[src/blr_pkg.sv]
// ----------------------------------------------------------------------------
// blr_pkg
// Shared constants and types for the line rasterizer: the item kind codes,
// the step vector codes and the bundle of step vectors for one line.
// ----------------------------------------------------------------------------
package blr_pkg;

    // Default coordinate width and depth of the command queue
    localparam int COORD_BITS_DEF = 12;
    localparam int CMD_DEPTH      = 4;

    // Item kind codes
    localparam logic KIND_START   = 1'b0;
    localparam logic KIND_ADVANCE = 1'b1;

    // Y step codes, two's complement
    localparam logic [1:0] STEP_Y_ZERO = 2'b00;
    localparam logic [1:0] STEP_Y_UP   = 2'b01;
    localparam logic [1:0] STEP_Y_DOWN = 2'b11;

    // Step vectors A and B of one line
    typedef struct packed {
        logic       a_x;
        logic [1:0] a_y;
        logic       b_x;
        logic [1:0] b_y;
    } steps_t;

endpackage

[src/blr_front.sv]
// ----------------------------------------------------------------------------
// blr_front
// Input stage: accepts items, orders endpoints left to right, classifies the
// octant and builds step vectors, increments and the initial decision.
// ----------------------------------------------------------------------------
module blr_front #(
    parameter int CW = blr_pkg::COORD_BITS_DEF
) (
    input  logic                 clk,
    input  logic                 rst_n,
    // input channel
    input  logic                 push,
    output logic                 full,
    input  logic                 kind,
    input  logic [CW-1:0]        start_x,
    input  logic [CW-1:0]        start_y,
    input  logic [CW-1:0]        end_x,
    input  logic [CW-1:0]        end_y,
    // command channel toward the queue
    output logic                 cmd_valid,
    input  logic                 cmd_ready,
    output logic                 cmd_kind,
    output blr_pkg::steps_t      cmd_steps,
    output logic [CW-1:0]        cmd_x0,
    output logic [CW-1:0]        cmd_y0,
    output logic [CW-1:0]        cmd_x1,
    output logic [CW-1:0]        cmd_y1,
    output logic signed [CW+2:0] cmd_inc_a,
    output logic signed [CW+2:0] cmd_inc_b,
    output logic signed [CW+2:0] cmd_dec
);

    localparam int DW = CW + 3;

    logic                 s1_valid_reg;
    logic                 s1_valid_next;
    logic                 s1_kind_reg;
    logic [CW-1:0]        s1_x0_reg;
    logic [CW-1:0]        s1_y0_reg;
    logic [CW-1:0]        s1_x1_reg;
    logic [CW-1:0]        s1_y1_reg;
    logic [CW-1:0]        s1_dx_reg;
    logic signed [CW:0]   s1_dy_reg;
    logic [CW-1:0]        s1_ady_reg;
    logic                 s1_rising_reg;

    logic                 in_ready;
    logic                 in_take;
    logic                 swap;
    logic [CW-1:0]        lx0;
    logic [CW-1:0]        ly0;
    logic [CW-1:0]        lx1;
    logic [CW-1:0]        ly1;
    logic                 rising;

    logic                 shallow;
    logic signed [DW-1:0] dx_e;
    logic signed [DW-1:0] dy_e;
    logic signed [DW-1:0] dx2;
    logic signed [DW-1:0] dy2;

    // Stage one is free or drains this cycle
    assign in_ready = !s1_valid_reg || cmd_ready;
    assign full     = !in_ready;
    assign in_take  = push && in_ready;

    // Order endpoints so that x never decreases
    assign swap   = start_x > end_x;
    assign lx0    = swap ? end_x   : start_x;
    assign ly0    = swap ? end_y   : start_y;
    assign lx1    = swap ? start_x : end_x;
    assign ly1    = swap ? start_y : end_y;
    assign rising = ly0 <= ly1;

    // Advance stage valid
    always_comb
    begin
        s1_valid_next = s1_valid_reg;
        if (in_ready)
        begin
            s1_valid_next = push;
        end
    end

    always_ff @(posedge clk or negedge rst_n)
    begin
        if (!rst_n)
        begin
            s1_valid_reg <= 1'b0;
        end
        else
        begin
            s1_valid_reg <= s1_valid_next;
        end
    end

    // Capture ordered endpoints and deltas
    always_ff @(posedge clk)
    begin
        if (in_take)
        begin
            s1_kind_reg   <= kind;
            s1_x0_reg     <= lx0;
            s1_y0_reg     <= ly0;
            s1_x1_reg     <= lx1;
            s1_y1_reg     <= ly1;
            s1_dx_reg     <= lx1 - lx0;
            s1_dy_reg     <= $signed({1'b0, ly1}) - $signed({1'b0, ly0});
            s1_ady_reg    <= rising ? (ly1 - ly0) : (ly0 - ly1);
            s1_rising_reg <= rising;
        end
    end

    // Classify octant and build increments
    assign shallow = s1_dx_reg >= s1_ady_reg;
    assign dx_e    = $signed({3'b000, s1_dx_reg});
    assign dy_e    = $signed({{2{s1_dy_reg[CW]}}, s1_dy_reg});
    assign dx2     = dx_e <<< 1;
    assign dy2     = dy_e <<< 1;

    always_comb
    begin
        cmd_steps = '0;
        cmd_inc_a = '0;
        cmd_inc_b = '0;
        cmd_dec   = '0;
        if (s1_rising_reg && shallow)
        begin
            cmd_steps = '{a_x: 1'b1, a_y: blr_pkg::STEP_Y_ZERO,
                          b_x: 1'b1, b_y: blr_pkg::STEP_Y_UP};
            cmd_inc_a = dy2;
            cmd_inc_b = dy2 - dx2;
            cmd_dec   = dy2 - dx_e;
        end
        else if (s1_rising_reg)
        begin
            cmd_steps = '{a_x: 1'b1, a_y: blr_pkg::STEP_Y_UP,
                          b_x: 1'b0, b_y: blr_pkg::STEP_Y_UP};
            cmd_inc_a = dy2 - dx2;
            cmd_inc_b = -dx2;
            cmd_dec   = dy_e - dx2;
        end
        else if (shallow)
        begin
            cmd_steps = '{a_x: 1'b1, a_y: blr_pkg::STEP_Y_DOWN,
                          b_x: 1'b1, b_y: blr_pkg::STEP_Y_ZERO};
            cmd_inc_a = dx2 + dy2;
            cmd_inc_b = dy2;
            cmd_dec   = dy2 + dx_e;
        end
        else
        begin
            cmd_steps = '{a_x: 1'b0, a_y: blr_pkg::STEP_Y_DOWN,
                          b_x: 1'b1, b_y: blr_pkg::STEP_Y_DOWN};
            cmd_inc_a = dx2;
            cmd_inc_b = dx2 + dy2;
            cmd_dec   = dy_e + dx2;
        end
    end

    assign cmd_valid = s1_valid_reg;
    assign cmd_kind  = s1_kind_reg;
    assign cmd_x0    = s1_x0_reg;
    assign cmd_y0    = s1_y0_reg;
    assign cmd_x1    = s1_x1_reg;
    assign cmd_y1    = s1_y1_reg;

endmodule

[src/blr_queue.sv]
// ----------------------------------------------------------------------------
// blr_queue
// Small first-in first-out command queue between the front and back parts.
// ----------------------------------------------------------------------------
module blr_queue #(
    parameter int WIDTH = 8,
    parameter int DEPTH = blr_pkg::CMD_DEPTH
) (
    input  logic             clk,
    input  logic             rst_n,
    input  logic             wr_valid,
    output logic             wr_ready,
    input  logic [WIDTH-1:0] wr_data,
    output logic             rd_valid,
    input  logic             rd_ready,
    output logic [WIDTH-1:0] rd_data
);

    localparam int AW = (DEPTH > 1) ? $clog2(DEPTH) : 1;
    localparam logic [AW-1:0] LAST_PTR = AW'(DEPTH - 1);
    localparam logic [AW:0]   FULL_CNT = (AW+1)'(DEPTH);

    logic [WIDTH-1:0] entry_reg [DEPTH];
    logic [AW-1:0]    wr_ptr_reg;
    logic [AW-1:0]    wr_ptr_next;
    logic [AW-1:0]    rd_ptr_reg;
    logic [AW-1:0]    rd_ptr_next;
    logic [AW:0]      count_reg;
    logic [AW:0]      count_next;
    logic             do_wr;
    logic             do_rd;

    assign wr_ready = count_reg != FULL_CNT;
    assign rd_valid = count_reg != '0;
    assign rd_data  = entry_reg[rd_ptr_reg];
    assign do_wr    = wr_valid && wr_ready;
    assign do_rd    = rd_valid && rd_ready;

    // Advance pointers and count
    always_comb
    begin
        wr_ptr_next = wr_ptr_reg;
        rd_ptr_next = rd_ptr_reg;
        count_next  = count_reg;
        if (do_wr)
        begin
            wr_ptr_next = (wr_ptr_reg == LAST_PTR) ? '0 : wr_ptr_reg + 1'b1;
        end
        if (do_rd)
        begin
            rd_ptr_next = (rd_ptr_reg == LAST_PTR) ? '0 : rd_ptr_reg + 1'b1;
        end
        if (do_wr && !do_rd)
        begin
            count_next = count_reg + 1'b1;
        end
        else if (do_rd && !do_wr)
        begin
            count_next = count_reg - 1'b1;
        end
    end

    always_ff @(posedge clk or negedge rst_n)
    begin
        if (!rst_n)
        begin
            wr_ptr_reg <= '0;
            rd_ptr_reg <= '0;
            count_reg  <= '0;
        end
        else
        begin
            wr_ptr_reg <= wr_ptr_next;
            rd_ptr_reg <= rd_ptr_next;
            count_reg  <= count_next;
        end
    end

    // Store the incoming beat
    always_ff @(posedge clk)
    begin
        if (do_wr)
        begin
            entry_reg[wr_ptr_reg] <= wr_data;
        end
    end

endmodule

[src/blr_back.sv]
// ----------------------------------------------------------------------------
// blr_back
// Execution part: holds the active line, emits one pixel per start and per
// active-line advance; an output register keeps the result until it is popped.
// ----------------------------------------------------------------------------
module blr_back #(
    parameter int CW = blr_pkg::COORD_BITS_DEF
) (
    input  logic                 clk,
    input  logic                 rst_n,
    // command channel from the queue
    input  logic                 cmd_valid,
    output logic                 cmd_ready,
    input  logic                 cmd_kind,
    input  blr_pkg::steps_t      cmd_steps,
    input  logic [CW-1:0]        cmd_x0,
    input  logic [CW-1:0]        cmd_y0,
    input  logic [CW-1:0]        cmd_x1,
    input  logic [CW-1:0]        cmd_y1,
    input  logic signed [CW+2:0] cmd_inc_a,
    input  logic signed [CW+2:0] cmd_inc_b,
    input  logic signed [CW+2:0] cmd_dec,
    // result channel
    output logic                 empty,
    input  logic                 pop,
    output logic [CW-1:0]        pixel_x,
    output logic [CW-1:0]        pixel_y,
    output logic                 last
);

    localparam int DW = CW + 3;

    logic                 busy_reg;
    logic                 busy_next;
    logic                 out_valid_reg;
    logic                 out_valid_next;
    logic [CW-1:0]        cur_x_reg;
    logic [CW-1:0]        cur_x_next;
    logic [CW-1:0]        cur_y_reg;
    logic [CW-1:0]        cur_y_next;
    logic [CW-1:0]        goal_x_reg;
    logic [CW-1:0]        goal_x_next;
    logic [CW-1:0]        goal_y_reg;
    logic [CW-1:0]        goal_y_next;
    logic signed [DW-1:0] dec_reg;
    logic signed [DW-1:0] dec_next;
    logic signed [DW-1:0] inc_a_reg;
    logic signed [DW-1:0] inc_a_next;
    logic signed [DW-1:0] inc_b_reg;
    logic signed [DW-1:0] inc_b_next;
    blr_pkg::steps_t      steps_reg;
    blr_pkg::steps_t      steps_next;
    logic [CW-1:0]        pixel_x_reg;
    logic [CW-1:0]        pixel_y_reg;
    logic                 last_reg;

    logic                 take;
    logic                 is_start;
    logic                 emit;
    logic                 neg;
    logic                 step_x;
    logic [1:0]           step_y;
    logic                 fin;

    assign take     = cmd_valid && (!out_valid_reg || pop);
    assign cmd_ready = take;
    assign is_start = cmd_kind == blr_pkg::KIND_START;
    assign emit     = take && (is_start || busy_reg);

    // Pick step A on a negative decision, else step B
    assign neg    = dec_reg[DW-1];
    assign step_x = neg ? steps_reg.a_x : steps_reg.b_x;
    assign step_y = neg ? steps_reg.a_y : steps_reg.b_y;

    // Load a new line or advance the active one
    always_comb
    begin
        cur_x_next  = cur_x_reg;
        cur_y_next  = cur_y_reg;
        goal_x_next = goal_x_reg;
        goal_y_next = goal_y_reg;
        dec_next    = dec_reg;
        inc_a_next  = inc_a_reg;
        inc_b_next  = inc_b_reg;
        steps_next  = steps_reg;
        if (is_start)
        begin
            cur_x_next  = cmd_x0;
            cur_y_next  = cmd_y0;
            goal_x_next = cmd_x1;
            goal_y_next = cmd_y1;
            dec_next    = cmd_dec;
            inc_a_next  = cmd_inc_a;
            inc_b_next  = cmd_inc_b;
            steps_next  = cmd_steps;
        end
        else
        begin
            cur_x_next = cur_x_reg + {{(CW-1){1'b0}}, step_x};
            cur_y_next = cur_y_reg + {{(CW-2){step_y[1]}}, step_y};
            dec_next   = dec_reg + (neg ? inc_a_reg : inc_b_reg);
        end
    end

    assign fin = (cur_x_next == goal_x_next) && (cur_y_next == goal_y_next);

    // Control: line activity and output register occupancy
    always_comb
    begin
        busy_next      = busy_reg;
        out_valid_next = out_valid_reg;
        if (emit)
        begin
            busy_next      = !fin;
            out_valid_next = 1'b1;
        end
        else if (pop)
        begin
            out_valid_next = 1'b0;
        end
    end

    always_ff @(posedge clk or negedge rst_n)
    begin
        if (!rst_n)
        begin
            busy_reg      <= 1'b0;
            out_valid_reg <= 1'b0;
        end
        else
        begin
            busy_reg      <= busy_next;
            out_valid_reg <= out_valid_next;
        end
    end

    // Hold line state and the emitted pixel
    always_ff @(posedge clk)
    begin
        if (emit)
        begin
            cur_x_reg   <= cur_x_next;
            cur_y_reg   <= cur_y_next;
            goal_x_reg  <= goal_x_next;
            goal_y_reg  <= goal_y_next;
            dec_reg     <= dec_next;
            inc_a_reg   <= inc_a_next;
            inc_b_reg   <= inc_b_next;
            steps_reg   <= steps_next;
            pixel_x_reg <= cur_x_next;
            pixel_y_reg <= cur_y_next;
            last_reg    <= fin;
        end
    end

    assign empty   = !out_valid_reg;
    assign pixel_x = pixel_x_reg;
    assign pixel_y = pixel_y_reg;
    assign last    = last_reg;

endmodule

[src/bresenham_line_rasterizer_core.sv]
// ----------------------------------------------------------------------------
// bresenham_line_rasterizer_core
// Midpoint line rasterizer: one pixel per start and per active-line advance.
// ----------------------------------------------------------------------------
// Usage:
//   Input channel: push/full. A beat with kind = start carries two endpoints
//   and yields the line's first pixel; a beat with kind = advance yields the
//   next pixel, or nothing when no line is active.
//   Result channel: empty/pop. pixel_x, pixel_y and last are valid while
//   empty is low; last marks the line's end point.
//   Path: a beat passes the front register, the command queue and the
//   output register before its result shows on the outputs.
//   Throughput: one item per cycle while results are popped. The back part
//   updates the decision and coordinates together, so pixels go back to back.
//   Stall: while a result waits, the back part holds; the command queue of
//   QUEUE_DEPTH entries and the front register keep taking beats until full.
//   Reset: rst_n clears all valid state; no line is active, the queue and
//   the output register are empty, and full is low.
// ----------------------------------------------------------------------------
module bresenham_line_rasterizer_core #(
    parameter int COORD_BITS = blr_pkg::COORD_BITS_DEF,
    parameter int QUEUE_DEPTH = blr_pkg::CMD_DEPTH
) (
    input  logic                  clk,
    input  logic                  rst_n,
    input  logic                  push,
    output logic                  full,
    input  logic                  kind,
    input  logic [COORD_BITS-1:0] start_x,
    input  logic [COORD_BITS-1:0] start_y,
    input  logic [COORD_BITS-1:0] end_x,
    input  logic [COORD_BITS-1:0] end_y,
    output logic                  empty,
    input  logic                  pop,
    output logic [COORD_BITS-1:0] pixel_x,
    output logic [COORD_BITS-1:0] pixel_y,
    output logic                  last
);

    localparam int CW  = COORD_BITS;
    localparam int DW  = CW + 3;
    localparam int SW  = $bits(blr_pkg::steps_t);
    localparam int QW  = 1 + SW + 4 * CW + 3 * DW;

    logic                 f_valid;
    logic                 f_ready;
    logic                 f_kind;
    blr_pkg::steps_t      f_steps;
    logic [CW-1:0]        f_x0;
    logic [CW-1:0]        f_y0;
    logic [CW-1:0]        f_x1;
    logic [CW-1:0]        f_y1;
    logic signed [DW-1:0] f_inc_a;
    logic signed [DW-1:0] f_inc_b;
    logic signed [DW-1:0] f_dec;

    logic [QW-1:0]        q_wr_data;
    logic [QW-1:0]        q_rd_data;
    logic                 b_valid;
    logic                 b_ready;
    logic                 b_kind;
    blr_pkg::steps_t      b_steps;
    logic [CW-1:0]        b_x0;
    logic [CW-1:0]        b_y0;
    logic [CW-1:0]        b_x1;
    logic [CW-1:0]        b_y1;
    logic signed [DW-1:0] b_inc_a;
    logic signed [DW-1:0] b_inc_b;
    logic signed [DW-1:0] b_dec;

    // Front: accept and classify
    blr_front #(
        .CW (CW)
    ) u_front (
        .clk       (clk),
        .rst_n     (rst_n),
        .push      (push),
        .full      (full),
        .kind      (kind),
        .start_x   (start_x),
        .start_y   (start_y),
        .end_x     (end_x),
        .end_y     (end_y),
        .cmd_valid (f_valid),
        .cmd_ready (f_ready),
        .cmd_kind  (f_kind),
        .cmd_steps (f_steps),
        .cmd_x0    (f_x0),
        .cmd_y0    (f_y0),
        .cmd_x1    (f_x1),
        .cmd_y1    (f_y1),
        .cmd_inc_a (f_inc_a),
        .cmd_inc_b (f_inc_b),
        .cmd_dec   (f_dec)
    );

    // Pack and unpack the command beat
    assign q_wr_data = {f_kind, f_steps, f_x0, f_y0, f_x1, f_y1,
                        f_inc_a, f_inc_b, f_dec};
    assign {b_kind, b_steps, b_x0, b_y0, b_x1, b_y1,
            b_inc_a, b_inc_b, b_dec} = q_rd_data;

    // Command queue between front and back
    blr_queue #(
        .WIDTH (QW),
        .DEPTH (QUEUE_DEPTH)
    ) u_queue (
        .clk      (clk),
        .rst_n    (rst_n),
        .wr_valid (f_valid),
        .wr_ready (f_ready),
        .wr_data  (q_wr_data),
        .rd_valid (b_valid),
        .rd_ready (b_ready),
        .rd_data  (q_rd_data)
    );

    // Back: step the line and register the result
    blr_back #(
        .CW (CW)
    ) u_back (
        .clk       (clk),
        .rst_n     (rst_n),
        .cmd_valid (b_valid),
        .cmd_ready (b_ready),
        .cmd_kind  (b_kind),
        .cmd_steps (b_steps),
        .cmd_x0    (b_x0),
        .cmd_y0    (b_y0),
        .cmd_x1    (b_x1),
        .cmd_y1    (b_y1),
        .cmd_inc_a (b_inc_a),
        .cmd_inc_b (b_inc_b),
        .cmd_dec   (b_dec),
        .empty     (empty),
        .pop       (pop),
        .pixel_x   (pixel_x),
        .pixel_y   (pixel_y),
        .last      (last)
    );

endmodule

[config.mk]
export PLATFORM = sky130hd
export DESIGN_NAME = bresenham_line_rasterizer_core
export DESIGN_NICKNAME = d
export VERILOG_FILES = /design/src/blr_pkg.sv /design/src/blr_front.sv /design/src/blr_queue.sv /design/src/blr_back.sv /design/src/bresenham_line_rasterizer_core.sv
export SDC_FILE = /design/constraint.sdc
export NUM_CORES = 1
export LEC_CHECK = 0
export BUFFER_PORTS_ARGS = -buffer_cell sky130_fd_sc_hd__buf_2
export CORE_MARGIN = 4
export CORE_UTILIZATION = 52
export DETAILED_ROUTE_END_ITERATION = 12
export PLACE_DENSITY = 0.68
export SKIP_CTS_REPAIR_TIMING = 1
export SLEW_MARGIN = 20
export SYNTH_ARGS = -nofsm -noshare
export SYNTH_HDL_FRONTEND = slang
export SYNTH_SLANG_ARGS = --single-unit
[constraint.sdc]
create_clock -name clk -period 10.48 [get_ports clk]
set_clock_uncertainty 0.2 [all_clocks]
set_input_delay 0 -clock clk [delete_from_list [all_inputs] [get_ports clk]]
set_output_delay 0 -clock clk [all_outputs]
set_load 0.02 [all_outputs]
==> flow_summary.ini, run 1 <==
[detailed_routing]
first_pass_iters = 5
vias = 19036
viasPerCell = 5.95
drc = 0
drtIter0Drc = 1800
drt-wirelength-per-cell_um = 22.4
routed_wl_um = 71600
ant_nets = 0

[die]
die_area_sq_um = 61300
die_y_um = 248
fp.dieW_um = 248
rows = 87
coreArea_sq_um = 56600
pin_count = 80
start_util_pct = 52.7

[worst_setup_path]
cp_max_fo = 81
slowest_stage = buf_4
rr_startpoint = u_queue.rd_ptr_reg[1]
crit_path_end_kind = register
slowest_delay_ns = 0.63
crit_type = in2reg
start_kind = input pin
crit_chain = dlygate4sd3_1, buf_2, inv_1, ha_1, and2_4, a221oi_2, o221ai_2, o21a_2, buf_4, nand2_1, nor2_1, a21oi_1, ha_1, a221oi_1, o311a_1, o221ai_1, a21o_1, a21oi_1, mux2i_1, xnor2_1
cp_data_arrival_time_ns = 5.08
r2r_slack_ns = 6.07
reg2reg_depth = 10
crit_required_ns = 10.66
r2r_end = u_back.busy_reg

[clock_network]
cts_tree = done
h-tree-depth = 2
cts_buffer_depth = 3
cts_made_buffers = 57
clock-sinks = 581
clkLatencyLatePin_ns = 0.64
clock-root-buffer = clkbuf_16
path_clk_slew_ns = 0.07

[pwr]
seqPwrFrac_pct = 38.0
switching_power_mw = 4.05
netSwitchingFraction_pct = 37.5
fin_total_pwr_mw = 10.8
p_clk_share_pct = 18.6
ir_drop_mv = 0.232
internal_power_mw = 6.75
p_comb_share_pct = 43.4
powerDensity_nw_per_um2 = 319
p_leak_nw = 12.3

[timing]
hold_slack_ns = 0.0243
hold_viol = 0
tns_ns = 0
slew_headroom_pct = 27.4
rsz0062_at_grt = false
min_period_ns = 4.89
fin_crit_sh_pct = 46.7
worstMarginPinSlew_ns = 1.09
slew_viol_final = 0
setup_viol = 0
max_freq_ghz = 0.204

[grt]
grt_overflow = 0
grt_pass1_wl_um = 109000
grt_start_max_net_pins = 84
grt_use_total_pct = 23.2
antenna_found_initial = 3
first_global_vias = 17910

[min_path]
hp-class = in2reg
hold_end = u_back.out_valid_reg
min_from = pop
hold_path_depth = 4

[synthesis]
synth_edf_count = 571
synth_cell_types = 92
syn_area_per_cell_sq_um = 13.3
synthDominantCellAreaShare_pct = 57.4
syn_inst = 2240
synth_fp_nets = 2434
netlist_area_sq_um = 29900
async_flop_share_pct = 1.72
ys.flop_type = edfxtp_1
ys_warn_count = 0
synth-seq-area-share_pct = 58.3
synth_common_cells = edfxtp_1, nand2_1, ha_1
ys_ff_latch = 581
synth_most_common_cell = edfxtp_1
post-synth-top-area-cell = edfxtp_1
synthTopCellsByArea = edfxtp_1, mux4_2, ha_1

[job]
cap_violations = 0

[placement]
place.port_buffers = 79
gp_congestion = 0.897
place.detailed.hpwl_um = 49100
dpl_cell_area_sq_um = 31100

[finish]
largest_reg_flops = 388
syn2layout_area_growth_pct = 13.3
layout-drive-gt1-share_pct = 14.8
design_area_sq_um = 33800
fin_nets = 2590
fillers = 4366
fin_util_pct = 59.7

[status]
status = finished, final reports clean
-- worst max-delay path, delay by kind of cell --
family,cells,cell delay (ns)
AND/OR/NAND/NOR,3,0.48
adder cells (fa/ha/maj),2,0.64
AO/OA/AOI/OAI,9,2.27
multiplexers,1,0.17
buffers and inverters,4,1.33
XOR/XNOR,1,0.16
-- through the flow --
step | instances | setup slack (ns)
3_5_place_dp | 3010 | 5.57
3_3_place_gp | 3010 | 5.69
4_1_cts | 3113 | 6.04
2_1_floorplan | 2240 | 5.10
5_1_grt | 3197 | 5.22
6_report | 3197 | 5.59
-- worst max-delay path by stage --
stage	cells after the start	from	endpoint	slack, ns
6_report	20	end_x[7]	u_front.s1_ady_reg[10]	5.59
5_1_grt	20	end_x[2]	u_front.s1_ady_reg[10]	5.22
4_1_cts	6	u_queue.rd_ptr_reg[0]	u_back.pixel_x[11]	6.04
3_5_place_dp	19	end_x[7]	u_front.s1_ady_reg[10]	5.57
3_3_place_gp	18	end_x[8]	u_front.s1_ady_reg[10]	5.69
2_1_floorplan	9	u_queue.rd_ptr_reg[0]	u_back.dec_reg[10]	5.10
-- power groups by stage --
stage	sequential, mW	clock, mW	combinational [mW]
after floorplan	4.05	0	3.36
after global placement	4.10	0	4.49
after detailed placement	4.15	0	4.60
after CTS	4.11	2.05	4.62
after global routing	4.16	2.15	5.15
final	4.10	2.01	4.69
-- layout make-up --
type / count / area, sq um / share of cell area (%)
inverters: 117 / 439 / 1.30
clock buffers: 66 / 1460 / 4.32
diodes: 1 / 2.50 / 0.00740
clock inverters: 37 / 397 / 1.17
multi-input cells: 1458 / 11700 / 34.7
well taps: 756 / 946 / 2.80
flip-flops and latches: 581 / 17400 / 51.5
repair buffers: 181 / 1440 / 4.24
-- per-layer routing --
metal	up-vias	GRT usage, %	share of wire (%)	wire length, um
met2	633	35.9	46	33300
met5	-	0	0	0
met1	9549	35.5	45	32400
met3	107	2.31	6.0	4280
met4	0	6.54	2.4	1730
li1	8747	-	-	-
-- layout by cell type (no fill, tap or decap), drive strengths merged, types with 13 or more instances in the layout --
master / n
edfxtp: 571
nand2: 276
o21ai: 139
ha: 132
inv: 119
mux4: 116
nor2: 114
xnor2: 112
buf: 102
a21oi: 93
dlygate4sd3: 79
clkbuf: 66
xor2: 47
nor3: 45
nand3: 31
nor2b: 28
mux2: 25
clkinv: 25
nand2b: 22
mux2i: 21
o21bai: 16
a21o: 15
and3: 13
a211oi: 13
-- kinds of logic after synthesis --
kind of cell    count (synthesis)  synth area share [%]
xor+xnor                      160                  4.74
flops                         581                  58.3
simple gates                  584                  8.78
fa+ha+maj                     151                  6.47
buf+inv                       201                  2.69
compound gates                401                  8.62
mux                           162                  10.4
Power figures use the tool's default switching activity.
==> run 2: changes to the inputs <==
--- a/config.mk
+++ b/config.mk
@@ -5,6 +5,7 @@
 export SDC_FILE = /design/constraint.sdc
 export NUM_CORES = 1
 export LEC_CHECK = 0
+export ABC_AREA = 1
 export BUFFER_PORTS_ARGS = -buffer_cell sky130_fd_sc_hd__buf_2
 export CORE_MARGIN = 4
 export CORE_UTILIZATION = 52
==> constraint.sdc (replaced) <==
create_clock -name clk -period 4.8 [get_ports clk]
set_clock_uncertainty 0.2 [all_clocks]
set_input_delay 0 -clock clk [delete_from_list [all_inputs] [get_ports clk]]
set_output_delay 0 -clock clk [all_outputs]
set_load 0.02 [all_outputs]
==> run 2 against run 1 <==
  * Combinational power is 130% higher
  * Sequential share of layout area decreased by 0.93 points
  * Highest routed layer unchanged
  * Final area grew 1.8%
  * Utilization down 0.29 points
  * Hold slack improved by 0.081 ns
  * Register-to-register slack got worse by 5.4 ns
  * Synthesized area is 2.4% higher
  * Die area is 2.4% higher
==> flow_summary.ini, run 2 <==
[worst_setup_path]
crit_type = reg2reg
slowest_stage = edfxtp_1
crit_end = u_queue.entry_reg[1][25]
crit_required_ns = 4.92
slowest_delay_ns = 0.68
critPathLaunch = u_front.s1_dx_reg[2]
crit_chain = inv_1, ha_1, nand3b_1, nand2_1, nand2_1, nand2_1, a21oi_1, o21ai_0, a21oi_1, xor2_1, o21ai_0, inv_1
crit_top_cell = nand2_1
r2r_end = u_queue.entry_reg[1][25]
start_kind = register
cp_max_fo = 9
cp_data_arrival_time_ns = 4.27
crit_path_end_kind = register
r2r_slack_ns = 0.64
rr_startpoint = u_front.s1_dx_reg[2]
reg2reg_depth = 12

[synthesis]
synth-seq-area-share_pct = 56.9
syn_inst = 3126
synth_common_cells = nand2_1, edfxtp_1, nor2_1
synth_fp_nets = 3320
synth_most_common_cell = nand2_1
syn_area_per_cell_sq_um = 9.78
synthDominantCellAreaShare_pct = 56.1
synth_edf_count = 571
synthTopCellsByArea = edfxtp_1, nand2_1, ha_1
synth_cell_types = 58
post-synth-top-area-cell = edfxtp_1
ys_ff_latch = 581
ys_warn_count = 0
async_flop_share_pct = 1.72
ys.flop_type = edfxtp_1
netlist_area_sq_um = 30600

[finish]
layout_commonest_cell = nand2_1
fin_nets = 3442
largest_reg_flops = 388
layout_common_cells = nand2_1, edfxtp_1, nor2_1, o21ai_0, inv_1
layout-drive-gt1-share_pct = 7.98
syn2layout_area_growth_pct = 12.6
design_area_sq_um = 34400
n_antenna_cell = 0

[grt]
grt_pass1_wl_um = 129000
grt_start_max_net_pins = 143
grt_overflow = 0
grt_use_met2_pct = 39.9
grt_use_total_pct = 26.4
grt_use_met1_pct = 41.1
antenna_found_initial = 1
first_global_vias = 21529
grtUsageMet3_pct = 3.49
busiest_layer = met1

[pwr]
ir_drop_mv = 0.973
p_leak_nw = 13.9
powerDensity_nw_per_um2 = 703
fin_total_pwr_mw = 24.2

[die]
die_y_um = 251
coreArea_sq_um = 57900
die_area_sq_um = 62800
pin_count = 80
start_util_pct = 52.8
fp.dieW_um = 251
rows = 88

[timing]
hold_viol = 0
hold_slack_ns = 0.105
min_period_ns = 4.16
slew_viol_final = 0
worstMarginPinSlew_ns = 0.990
fin_crit_sh_pct = 86.6
tns_ns = 0
setup_viol = 0
rsz0062_at_grt = false
max_freq_ghz = 0.241
slew_headroom_pct = 33.8

[clock_network]
path_clk_slew_ns = 0.06
cts_tree = done
clock-sinks = 581
cts_made_buffers = 58
clkLatencyLatePin_ns = 0.62
clock-root-buffer = clkbuf_16
cts_buffer_depth = 3
h-tree-depth = 2

[detailed_routing]
vias = 23324
first_pass_iters = 6
routed_wl_um = 85300
ant_nets = 0
drc = 0
viasPerCell = 5.74
drt-wirelength-per-cell_um = 21.0
drtIter0Drc = 2438

[min_path]
min_from = start_x[0]
hp-class = in2reg
hold_path_depth = 4

[status]
status = finished, final reports clean

[placement]
place.port_buffers = 79
gp_congestion = 1.01
place.detailed.hpwl_um = 58800
dpl_cell_area_sq_um = 31700

[job]
cap_violations = 0
run 2: changes by cell type after synthesis, moves of 28 or more:
| cell | previous run | this run |
|---|---|---|
| clkbuf_1 | 54 | 99 |
| o22ai_1 | 10 | 78 |
| nor2b_1 | 28 | 0 |
| xnor2_1 | 112 | 16 |
| nand3_1 | 31 | 128 |
| xor2_1 | 47 | 85 |
| o21ai_0 | 129 | 322 |
| mux4_2 | 116 | 0 |
| inv_1 | 115 | 288 |
| nand2_1 | 276 | 621 |
| a21oi_1 | 93 | 123 |
| nor2_1 | 114 | 357 |
run 2: logic make-up (layout without fill, tap and decap cells):
kind of cell | count (synthesis) | count (layout) | synth area share [%]
flip-flops | 581 | 581 | 56.9
buffers and inverters | 433 | 602 | 5.62
adder cells (fa/ha/maj) | 141 | 141 | 5.99
AO/OA/AOI/OAI | 660 | 660 | 12.1
XOR/XNOR | 102 | 102 | 2.95
AND/OR/NAND/NOR | 1209 | 1209 | 16.4
run 2: how the worst min path moves through the flow:
stage	end	slack, ns
after floorplan	u_back.busy_reg	-0.50
after global placement	u_back.out_valid_reg	-0.32
after detailed placement	u_back.out_valid_reg	-0.31
after CTS	u_back.out_valid_reg	-0.98
after global routing	u_front.cmd_x0[0]	0.11
final	u_front.cmd_x0[0]	0.11
run 2: power by group:
part | switching, mW | internal [mW] | leakage (nW)
clock network | 1.92 | 2.61 | 0.930
logic | 7.64 | 3.29 | 7.52
registers | 0.697 | 8.06 | 5.45
total | 10.3 | 14.0 | 13.9
run 2: final cells by class:
cell class	instances	area, sq um
Clock buffer	70	1500
Clock inverter	37	414
Fill cell	4832	23500
Inverter	301	1130
Multi-Input combinational cell	2112	11500
Sequential cell	581	17400
Tap cell	765	957
Timing Repair Buffer	194	1510
run 2: routing by layer:
metal | part of all wire [%] | vias to the layer above
met5 | 0 | -
met4 | 2.1 | 0
met3 | 8.1 | 99
met2 | 44 | 971
met1 | 46 | 11170
li1 | - | 11084
run 2: through the flow:
stage	utilization (%)	worst slack, ns	std cells
after floorplan	-	-0.628	3126
after global placement	54.7	0.862	3873
after detailed placement	54.7	0.771	3873
after CTS	58.0	0.803	3980
after global routing	59.4	0.504	4060
final	59.4	0.643	4060
run 2: critical path, delay by kind of cell, from the launching register on:
kind                       cells  cell delay [ns]
and+or+nand+nor                4             0.51
xor gates and xnor gates       1             0.20
adders and majority gates      1             0.56
DFF                            1             0.68
AOI/OAI and AO/OA              4             1.18
buffers and inverters          2             0.51
==> run 3: changes to the inputs <==
--- a/config.mk
+++ b/config.mk
@@ -10,7 +10,7 @@
 export CORE_MARGIN = 4
 export CORE_UTILIZATION = 52
 export DETAILED_ROUTE_END_ITERATION = 12
-export PLACE_DENSITY = 0.68
+export PLACE_DENSITY = 0.71
 export SKIP_CTS_REPAIR_TIMING = 1
 export SLEW_MARGIN = 20
 export SYNTH_ARGS = -nofsm -noshare
==> constraint.sdc (replaced) <==
create_clock -name clk -period 3.66 [get_ports clk]
set_clock_uncertainty 0.2 [all_clocks]
set_input_delay 0 -clock clk [delete_from_list [all_inputs] [get_ports clk]]
set_output_delay 0 -clock clk [all_outputs]
set_load 0.02 [all_outputs]
==> run 3 against run 2 <==
  * First-iteration DRC count decreased by 1.6%
  * Highest routed layer unchanged
  * Non-clock buffer count is 91 higher
  * Final area increased by 2.2%
  * Cell count grew 2.2%
  * Via count grew 2.2%
  * Largest cell class unchanged
  * Count of clock-buffer cells in the layout grew 4
  * Die area unchanged
  * Setup slack got worse by 0.52 ns
  * Hold slack better by 0.0069 ns
  * Sequential power grew 30%
  * Critical path depth decreased by 2
==> flow_summary.ini, run 3 (same netlist as run 2, synthesis figures left out) <==
[placement]
gp_congestion = 0.958
place.detailed.hpwl_um = 59100
place_inst = 3965
place.port_buffers = 79

[pwr]
ir_drop_mv = 1.13
powerDensity_nw_per_um2 = 913
p_leak_nw = 14.3
fin_total_pwr_mw = 32.1

[worst_setup_path]
start_kind = register
crit_required_ns = 3.78
crit_type = reg2reg
cp_max_fo = 6
crit_chain = inv_1, ha_1, fa_1, o21ai_0, a31oi_1, o21ai_0, xor2_1, o21ai_0, nand2_1, o21ai_1
crit_family = compound AO/OA/AOI/OAI gates
crit_top_cell = o21ai_0
slowest_delay_ns = 0.72
worst-path-buf-inv = 1
cp_data_arrival_time_ns = 3.66
slowest_stage = o21ai_0
crit_path_end_kind = register

[detailed_routing]
drt-wirelength-per-cell_um = 20.5
routed_wl_um = 85000
first_pass_iters = 8
drc = 0
vias = 23839
drtIter0Drc = 2399
ant_nets = 0
viasPerCell = 5.74

[clock_network]
cts_buffer_depth = 3
clock-sinks = 581
path_clk_slew_ns = 0.06
clock-root-buffer = clkbuf_16
cts_made_buffers = 58
clkLatencyLatePin_ns = 0.62
cts_tree = done
h-tree-depth = 2

[timing]
min_period_ns = 3.54
worstMarginPinSlew_ns = 0.998
setup_viol = 0
rsz0062_at_grt = false
slew_headroom_pct = 33.4
slew_viol_final = 0
tns_ns = 0
hold_viol = 0
max_freq_ghz = 0.283
fin_crit_sh_pct = 96.7

[die]
coreArea_sq_um = 57900
start_util_pct = 52.8
die_y_um = 251
pin_count = 80
die_area_sq_um = 62800
fp.dieW_um = 251
rows = 88

[finish]
fin_cells = 4151
largest_reg_flops = 388
fin_nets = 3533
syn2layout_area_growth_pct = 15.0
layout-drive-gt1-share_pct = 10.3
fillers = 4741
layout_common_cells = nand2_1, edfxtp_1, nor2_1, o21ai_0, inv_1
layout_commonest_cell = nand2_1
fin_util_pct = 60.7

[grt]
antenna_found_initial = 1
first_global_vias = 22245
grt_use_total_pct = 26.0
grt_use_met2_pct = 40.5
grt_pass1_wl_um = 127000
grt_overflow = 0
grt_use_met1_pct = 38.5
busiest_layer = met2
grtUsageMet3_pct = 3.95
grt_start_max_net_pins = 97

[min_path]
hp-class = in2reg

[status]
status = finished, final reports clean

[job]
cap_violations = 0
-- run 3: cell types whose count changed in the layout (fill, tap and decap cells not counted), moves of 3 or more --
cell,before,now
inv_8,3,0
buf_12,3,19
clkbuf_1,12,15
buf_4,32,108
clkinv_1,15,19
bufinv_16,7,2
-- run 3: per-stage QoR --
stage / hold WS (ns) / setup WS [ns] / instance area [sq um]
after detailed placement: -0.316 / 0.197 / 32600
after CTS: -0.991 / 0.136 / 34400
final: 0.112 / 0.122 / 35200
after global placement: -0.322 / 0.188 / 32600
after global routing: 0.117 / 0.00333 / 35200
after floorplan: -0.496 / -0.178 / 30600
-- run 3: worst paths after layout --
kind	startpoint	to	slack, ns	depth (start not counted)
max	u_front.s1_dy_reg[1]	u_queue.entry_reg[1][11]	0.12	10
min	start_x[11]	u_front.cmd_x1[11]	0.11	4
max reg2reg	u_front.s1_dy_reg[1]	u_queue.entry_reg[1][11]	0.12	10
min reg2reg	u_front.cmd_x1[11]	u_queue.entry_reg[1][68]	0.30	0
max in group asynchronous	rst_n	u_queue.rd_ptr_reg[0]	2.68	3
min in group asynchronous	rst_n	u_queue.count_reg[1]	0.22	3
-- run 3: tightest hold or removal path, stage by stage --
cell and delay, ns:
dlygate4sd3_1 0.53, buf_2 0.14, nand2_1 0.06, o21ai_0 0.08
-- run 3: area by class of cell --
type / count / area, sq um / share of cell area, %
Timing Repair Buffer: 285 / 2380 / 6.76
Multi-Input combinational cell: 2112 / 11500 / 32.8
Sequential cell: 581 / 17400 / 49.5
Clock inverter: 32 / 246 / 0.701
Tap cell: 765 / 957 / 2.72
Antenna cell: 1 / 2.50 / 0.00712
Inverter: 301 / 1130 / 3.22
Clock buffer: 74 / 1530 / 4.36
-- run 3: routing by layer --
| metal | up-vias | wire length, um |
|---|---|---|
| met3 | 147 | 6940 |
| li1 | 11266 | - |
| met2 | 1001 | 38200 |
| met5 | - | 0 |
| met4 | 0 | 2500 |
| met1 | 11425 | 37400 |
-- run 3: report_power, final --
group | leakage (nW) | internal (mW) | total (mW) | switching [mW]
clock | 0.859 | 3.10 | 5.54 | 2.44
sequential | 5.45 | 10.6 | 11.4 | 0.827
combinational | 8.01 | 4.94 | 15.2 | 10.2
total | 14.3 | 18.6 | 32.1 | 13.5
